==> src/rtl/core/bmq_pkg.sv <==
// Shared types and constants for the bounded max queue.
`default_nettype none
package bmq_pkg;

  localparam int DEPTH  = 32;
  localparam int DATA_W = 32;
  localparam int CNT_W  = $clog2(DEPTH + 1);
  localparam int CAP_W  = 6;
  localparam int CMP_W  = (CNT_W > CAP_W) ? CNT_W : CAP_W;
  localparam logic [CAP_W-1:0] CAP_RESET = CAP_W'(32);

  typedef enum logic [1:0] {
    REQ_ENQ   = 2'd0,
    REQ_DEQ   = 2'd1,
    REQ_MAX   = 2'd2,
    REQ_DRAIN = 2'd3
  } req_t;

  typedef enum logic [1:0] {
    ST_OK    = 2'd0,
    ST_FULL  = 2'd1,
    ST_EMPTY = 2'd2
  } status_t;

  typedef struct packed {
    logic load;
    logic shift;
  } fifo_ctl_t;

  typedef struct packed {
    logic push;
    logic pop;
    logic clear;
  } max_ctl_t;

endpackage
`default_nettype wire

==> src/rtl/core/bounded_max_queue.sv <==
// Top level: bounded FIFO with running maximum, built from chains of cells.
// A dequeue, max or refused request's result reaches the output register in the cycle
// after its word is accepted. Enqueue, dequeue and max requests can be accepted back
// to back while the output is taken. A drain clears the deque, then streams one word
// per cycle from the FIFO head cell as the chain shifts, while the output is taken.
// Reset: element count, drain flag, deque and output valid clear; capacity returns to 32.
`default_nettype none
module bounded_max_queue (
  input  wire logic                          clk,
  input  wire logic                          rst,
  // configuration: queue_capacity
  input  wire logic                          cfg_we,
  input  wire logic [bmq_pkg::CAP_W-1:0]     cfg_wdata,
  // request stream
  input  wire logic                          s_tvalid,
  output logic                               s_tready,
  input  wire logic [bmq_pkg::DATA_W-1:0]    s_tdata,   // [31:0] push_value
  input  wire logic [1:0]                    s_tuser,   // [1:0] req_type
  // result stream
  output logic                               m_tvalid,
  input  wire logic                          m_tready,
  output logic [bmq_pkg::DATA_W-1:0]         m_tdata,   // [31:0] result_data
  output logic [1:0]                         m_tuser,   // [1:0] result_status
  output logic                               m_tlast    // last_of_run
);
  import bmq_pkg::*;

  // Configuration and control state
  logic [CAP_W-1:0] queue_capacity;
  logic [CNT_W-1:0] fifo_count;
  logic             draining;

  // Cell chains
  logic signed [DATA_W-1:0] fifo_val [DEPTH];
  logic signed [DATA_W-1:0] max_val  [DEPTH];
  logic                     max_valid[DEPTH];
  logic                     max_keep [DEPTH];
  fifo_ctl_t                fifo_ctl [DEPTH];
  max_ctl_t                 max_ctl;

  // Next-state signals
  logic [CNT_W-1:0] fifo_count_next;
  logic             draining_next;
  logic             m_tvalid_next;
  logic [DATA_W-1:0] m_tdata_next;
  logic [1:0]       m_tuser_next;
  logic             m_tlast_next;
  logic             fifo_enq;
  logic             fifo_shift;

  logic             out_free;
  logic             accept;
  logic             is_empty;
  logic             is_full;
  logic [CMP_W-1:0] cap_ext;
  logic [CMP_W-1:0] cap_eff;
  req_t             req;

  assign req      = req_t'(s_tuser);
  assign out_free = !m_tvalid || m_tready;
  // Hold off requests while a drain streams out or the output slot is occupied and not taken.
  assign s_tready = !draining && out_free;
  assign accept   = s_tvalid && s_tready;
  assign is_empty = (fifo_count == '0);

  // Capacity above the store depth acts as the depth.
  assign cap_ext = CMP_W'(queue_capacity);
  assign cap_eff = (cap_ext > CMP_W'(DEPTH)) ? CMP_W'(DEPTH) : cap_ext;
  assign is_full = (CMP_W'(fifo_count) >= cap_eff);

  always_comb begin
    fifo_count_next = fifo_count;
    draining_next   = draining;
    m_tvalid_next   = out_free ? 1'b0 : m_tvalid;
    m_tdata_next    = m_tdata;
    m_tuser_next    = m_tuser;
    m_tlast_next    = m_tlast;
    fifo_enq        = 1'b0;
    fifo_shift      = 1'b0;
    max_ctl         = '0;

    if (draining) begin
      // Stream one element per free output slot; the last one ends the run.
      if (out_free) begin
        fifo_shift      = 1'b1;
        fifo_count_next = fifo_count - CNT_W'(1);
        m_tvalid_next   = 1'b1;
        m_tdata_next    = fifo_val[0];
        m_tuser_next    = ST_OK;
        m_tlast_next    = (fifo_count == CNT_W'(1));
        if (fifo_count == CNT_W'(1)) begin
          draining_next = 1'b0;
        end
      end
    end else if (accept) begin
      if (req == REQ_ENQ) begin
        if (is_full) begin
          m_tvalid_next = 1'b1;
          m_tdata_next  = '0;
          m_tuser_next  = ST_FULL;
          m_tlast_next  = 1'b1;
        end else begin
          fifo_enq        = 1'b1;
          fifo_count_next = fifo_count + CNT_W'(1);
          max_ctl.push    = 1'b1;
        end
      end else if (is_empty) begin
        m_tvalid_next = 1'b1;
        m_tdata_next  = '0;
        m_tuser_next  = ST_EMPTY;
        m_tlast_next  = 1'b1;
      end else begin
        case (req)
          REQ_DEQ: begin
            fifo_shift      = 1'b1;
            fifo_count_next = fifo_count - CNT_W'(1);
            // Drop the deque front when the departing element is the maximum.
            max_ctl.pop     = max_valid[0] && (max_val[0] == fifo_val[0]);
            m_tvalid_next   = 1'b1;
            m_tdata_next    = fifo_val[0];
            m_tuser_next    = ST_OK;
            m_tlast_next    = 1'b1;
          end
          REQ_MAX: begin
            m_tvalid_next = 1'b1;
            m_tdata_next  = max_valid[0] ? max_val[0] : '0;
            m_tuser_next  = ST_OK;
            m_tlast_next  = 1'b1;
          end
          default: begin
            // Drain: clear the deque now, stream the FIFO from next cycle.
            max_ctl.clear = 1'b1;
            draining_next = 1'b1;
          end
        endcase
      end
    end
  end

  always_ff @(posedge clk) begin
    if (rst) begin
      queue_capacity <= CAP_RESET;
      fifo_count     <= '0;
      draining       <= 1'b0;
      m_tvalid       <= 1'b0;
    end else begin
      if (cfg_we) begin
        queue_capacity <= cfg_wdata;
      end
      fifo_count <= fifo_count_next;
      draining   <= draining_next;
      m_tvalid   <= m_tvalid_next;
    end
  end

  always_ff @(posedge clk) begin
    m_tdata <= m_tdata_next;
    m_tuser <= m_tuser_next;
    m_tlast <= m_tlast_next;
  end

  genvar i;
  generate
    for (i = 0; i < DEPTH; i++) begin : g_cell
      logic signed [DATA_W-1:0] fifo_next_val;
      logic signed [DATA_W-1:0] max_next_val;
      logic                     max_next_valid;
      logic                     prev_keep;

      if (i == DEPTH - 1) begin : g_tail
        assign fifo_next_val  = '0;
        assign max_next_val   = '0;
        assign max_next_valid = 1'b0;
      end else begin : g_body
        assign fifo_next_val  = fifo_val[i+1];
        assign max_next_val   = max_val[i+1];
        assign max_next_valid = max_valid[i+1];
      end

      if (i == 0) begin : g_head
        assign prev_keep = 1'b1;
      end else begin : g_link
        assign prev_keep = max_keep[i-1];
      end

      // Enqueue lands in the slot just past the current occupancy.
      assign fifo_ctl[i].load  = fifo_enq && (fifo_count == CNT_W'(i));
      assign fifo_ctl[i].shift = fifo_shift;

      bmq_fifo_cell u_fifo_cell (
        .clk        (clk),
        .ctl        (fifo_ctl[i]),
        .push_value (s_tdata),
        .shift_in   (fifo_next_val),
        .value      (fifo_val[i])
      );

      bmq_max_cell u_max_cell (
        .clk        (clk),
        .rst        (rst),
        .ctl        (max_ctl),
        .push_value (s_tdata),
        .prev_keep  (prev_keep),
        .next_value (max_next_val),
        .next_valid (max_next_valid),
        .value      (max_val[i]),
        .valid      (max_valid[i]),
        .keep       (max_keep[i])
      );
    end
  endgenerate

endmodule
`default_nettype wire

==> src/rtl/core/bmq_fifo_cell.sv <==
// One slot of the shifting FIFO chain.
`default_nettype none
module bmq_fifo_cell (
  input  wire logic                              clk,
  input  wire bmq_pkg::fifo_ctl_t                ctl,
  input  wire logic signed [bmq_pkg::DATA_W-1:0] push_value,
  input  wire logic signed [bmq_pkg::DATA_W-1:0] shift_in,
  output logic signed [bmq_pkg::DATA_W-1:0]      value
);
  import bmq_pkg::*;

  // Shift toward the head; load the tail slot on enqueue.
  always_ff @(posedge clk) begin
    if (ctl.shift) begin
      value <= shift_in;
    end else if (ctl.load) begin
      value <= push_value;
    end
  end

endmodule
`default_nettype wire

==> src/rtl/core/bmq_max_cell.sv <==
// One slot of the monotonic non-increasing deque chain.
`default_nettype none
module bmq_max_cell (
  input  wire logic                              clk,
  input  wire logic                              rst,
  input  wire bmq_pkg::max_ctl_t                 ctl,
  input  wire logic signed [bmq_pkg::DATA_W-1:0] push_value,
  input  wire logic                              prev_keep,
  input  wire logic signed [bmq_pkg::DATA_W-1:0] next_value,
  input  wire logic                              next_valid,
  output logic signed [bmq_pkg::DATA_W-1:0]      value,
  output logic                                   valid,
  output logic                                   keep
);
  import bmq_pkg::*;

  logic take;

  // Keep entries not smaller than the new value; kept entries form a prefix.
  assign keep = valid && !(value < push_value);
  assign take = !keep && prev_keep;

  always_ff @(posedge clk) begin
    if (rst || ctl.clear) begin
      valid <= 1'b0;
    end else if (ctl.push) begin
      valid <= keep || prev_keep;
    end else if (ctl.pop) begin
      valid <= next_valid;
    end
  end

  always_ff @(posedge clk) begin
    if (ctl.push && take) begin
      value <= push_value;
    end else if (ctl.pop) begin
      value <= next_value;
    end
  end

endmodule
`default_nettype wire

==> config.mk <==
export PLATFORM = sky130hd
export DESIGN_NAME = bounded_max_queue
export DESIGN_NICKNAME = d
export VERILOG_FILES = /design/src/rtl/core/bmq_pkg.sv /design/src/rtl/core/bounded_max_queue.sv /design/src/rtl/core/bmq_fifo_cell.sv /design/src/rtl/core/bmq_max_cell.sv
export SDC_FILE = /design/constraint.sdc
export NUM_CORES = 2
export LEC_CHECK = 0
export BUFFER_PORTS_ARGS = -buffer_cell sky130_fd_sc_hd__buf_2
export CAP_MARGIN = 20
export CORE_MARGIN = 2
export CORE_UTILIZATION = 48
export CTS_CLUSTER_SIZE = 20
export DETAILED_ROUTE_END_ITERATION = 7
export PLACE_DENSITY = 0.73
export SYNTH_ARGS = -nofsm -noshare
export SYNTH_HDL_FRONTEND = slang
export SYNTH_HIERARCHICAL = 1
export SYNTH_SLANG_ARGS = --single-unit
==> constraint.sdc <==
create_clock -name clk -period 13.9 [get_ports clk]
set_input_delay 2.085 -clock clk [delete_from_list [all_inputs] [get_ports clk]]
set_output_delay 2.085 -clock clk [all_outputs]
set_load 0.02 [all_outputs]
==> metrics list <==
- Worst setup skew after layout: 0.0659 ns
* Arrival time worst endpoint: 7.05 ns
- Static timing analysis puts the maximum clock frequency at 0.155 GHz.
- Top Family by Delay on Critical Path: buffers and inverters
- Share of total power in combinational logic: 19.4%
- The worst path uses 46.3% of the clock period.
- CTS resizes: 0
* Setup repair after global routing missed its margin: false
* Number of nets still failing antenna checks after routing: 0
- Dividing the detail-routed wire length by the instance count gives 23.5 um.
- Kind of end point of the critical path: flop
- Setup violations remaining at the end of the flow were counted as 0.
* Internal power component: 12.9 mW
* Number of buffers on the longest clock path: 3
* Worst Setup Slack, final: 7.47 ns
- During placement, the flow inserted port buffers numbering 81.
* First drt pass iteration count: 6
* Initial antenna violation count: 4
* Maximum single-stage delay on the critical path: 0.94 ns
- The path class of the tightest hold or removal check is reg2reg.
* Number of instances in the synthesized netlist: 8834
* Post-CTS setup buffer count: 0
* Number of design rule violations left after detail routing: 0
* Clock group share of total power: 34.3%
- Entering global routing, the biggest net connects 152 pins.
* Most numerous cell on the critical path: sky130_fd_sc_hd__buf_12
- Counting both buffers and inverters, the worst setup path holds a total of 5.
- Setup slack at placement: 6.74 ns
* Total net switching power: 4.72 mW
- Fraction of layout instances using a drive strength above 1: 30.1%
* Switching part of the total power: 26.8%
* Wire length reported by the detailed router: 301 mm
- Die outline height: 520 um
- CTS tree: built
- In this run the static leakage power is 58.2 nW.
* Hold slack: 0.500 ns
* Outcome: complete, no violations
- After routing, the total negative slack on setup checks comes to 0 ns.
* Vias per cell: 5.79
* H-Tree Depth: 4
- The floorplan step defined a core boundary enclosing 265000 sq um.
* Insertion delay of the later-clocked pin in the worst-skew pair: 0.89 ns
- Traced cell by cell, the critical path runs through buf_2 -> inv_1 -> ha_1 -> a31oi_2 -> nand3_1 -> a21oi_4 -> buf_12 -> buf_12 -> buf_4 -> mux2_2.
- Starting density of the core: 48.2%
- Across the run, the number of max-cap violations was 0.
- In this run the mean area of a mapped cell was 14.5 sq um.
- Global routing consumed, over all layers together, 21.7% of the routing resources.
- After synthesis the cells add up to 128000 sq um.
- Compared with the post-synthesis result, the final layout area differs by 8.42%.
- At the end of routability-driven placement, the weighted congestion stood at 0.896.
- Summed over all layers, the global routing overflow is 0.
- Data on the critical path is required at its endpoint by 14.52 ns.
- STA classifies the critical path startpoint as a primary input.
- The largest individual stage delay along the critical path comes from the cell sky130_fd_sc_hd__a21oi_4.
- Max-Slew Margin vs Limit: 16.3%
* Yosys synthesis warning count: 6
- Largest fanout of any net on the critical path: 135
- In the final design database the tool counted 10146 nets.
- The final hold violation count came to 0.
- Buffers inserted to repair hold after CTS numbered 0.
- Minimum period implied by the final worst setup slack: 6.43 ns
- The number of global-route vias before repair came to 77190.
- Measured slew at the worst slew-check pin: 1.25 ns
- Max-slew violation total from the final report: 0
* Maximum vdd ir drop: 0.000136 V
- The die covers 270000 sq um.
* Kind of critical path: in2reg
- Width of the die: 520 um
- Clock-pin slew was measured on the worst setup and hold paths at 0.06 ns.
- Detailed placement ended at an HPWL of 197 mm.
- In this run the clock root is driven by a sky130_fd_sc_hd__clkbuf_16.
* First-pass GRT wire length: 460 mm
- DR vias: 74149
- Site Rows: 189
* DRT iter0 DRCs: 6303
- Number of buffers inserted during clock tree synthesis: 217
- Dividing total power by cell area gives a power density of 127 nW/um^2.
- I/O Pins: 82
- The share of total power dissipated in sequential elements is 46.3%.
* Sinks on Clock Net: 2129
[power by group through the flow]
stage               registers, mW  clock network, mW  logic (mW)
floorplan                    8.25                  0        2.70
global placement             8.27                  0        3.27
detailed placement           8.28                  0        3.36
CTS                          8.16               6.15        3.39
global route                 8.21               6.39        3.61
finish                       8.15               6.04        3.41
[worst register-to-register path, cell delays in order (launching register included)]
cell and delay [ns]:
sky130_fd_sc_hd__dfxtp_1 0.44, sky130_fd_sc_hd__inv_1 0.15, sky130_fd_sc_hd__ha_1 0.32, sky130_fd_sc_hd__a31oi_2 0.36, sky130_fd_sc_hd__nand3_1 0.19, sky130_fd_sc_hd__a21oi_4 0.94, sky130_fd_sc_hd__buf_12 0.67, sky130_fd_sc_hd__buf_12 0.89
sky130_fd_sc_hd__buf_4 1.03, sky130_fd_sc_hd__mux2_2 0.47
[placed cells by master, fill, tap and decap left out, types with 97 or more instances in the layout]
cell / n
sky130_fd_sc_hd__nor2_1: 271
sky130_fd_sc_hd__buf_4: 202
sky130_fd_sc_hd__edfxtp_1: 2083
sky130_fd_sc_hd__mux2_2: 190
sky130_fd_sc_hd__mux2_4: 1827
sky130_fd_sc_hd__inv_1: 1066
sky130_fd_sc_hd__ha_1: 1006
sky130_fd_sc_hd__clkbuf_16: 218
sky130_fd_sc_hd__a21oi_1: 451
sky130_fd_sc_hd__a211oi_1: 97
sky130_fd_sc_hd__o21ai_0: 131
sky130_fd_sc_hd__nand3_1: 104
sky130_fd_sc_hd__nor3_1: 127
sky130_fd_sc_hd__nand2_1: 154
sky130_fd_sc_hd__nand4_1: 196
[state kept, by name, summed over array words and instances (netlist names)]
signal	flops
g_cell.u_max_cell/valid	32
m_tdata	32
m_tvalid	1
fifo_count	6
m_tuser	2
cap_ext	6
g_cell.u_fifo_cell/value	1024
draining	1
m_tlast	1
g_cell.u_max_cell/value	1024
[routing by layer]
layer | vias up | share of wire, % | GRT usage (%)
met3 | 585 | 6.0 | 3.26
met5 | - | 0.0043 | 0
met4 | 2 | 3.7 | 7.79
li1 | 33600 | - | -
met2 | 2402 | 47 | 35.7
met1 | 37560 | 44 | 29.2
[area by class of cell]
type / instances / area [sq um]
Sequential cell: 2129 / 63500
Multi-Input combinational cell: 5418 / 57200
Timing Repair Buffer: 263 / 2010
Tap cell: 3533 / 4420
Clock inverter: 145 / 1710
Clock buffer: 259 / 5670
Antenna cell: 1 / 2.50
Inverter: 1066 / 4000
Fill cell: 21404 / 126000
[final timing paths]
check	slack [ns]	cells past startpoint	to	startpoint
max reg2reg	8.19	9	g_cell[29].u_fifo_cell/value[30]$_DFFE_PP_	fifo_count[0]$_SDFFE_PP0P_
max	7.47	10	g_cell[29].u_fifo_cell/value[30]$_DFFE_PP_	s_tuser[0]
min reg2reg	0.50	2	cap_ext[0]$_SDFFE_PP0P_	cap_ext[0]$_SDFFE_PP0P_
min	0.50	2	cap_ext[0]$_SDFFE_PP0P_	cap_ext[0]$_SDFFE_PP0P_
[through the flow]
step | power [mW] | cell area, sq um | cells | utilization, %
floorplan | 11.0 | 128000 | 8899 | -
global placement | 11.5 | 131000 | 12408 | 49.5
detailed placement | 11.6 | 131000 | 12408 | 49.5
CTS | 17.7 | 138000 | 12812 | 52.3
global route | 18.2 | 138000 | 12813 | 52.3
finish | 17.6 | 138000 | 12814 | 52.3
Note: power is estimated with default switching activity, not from simulation.
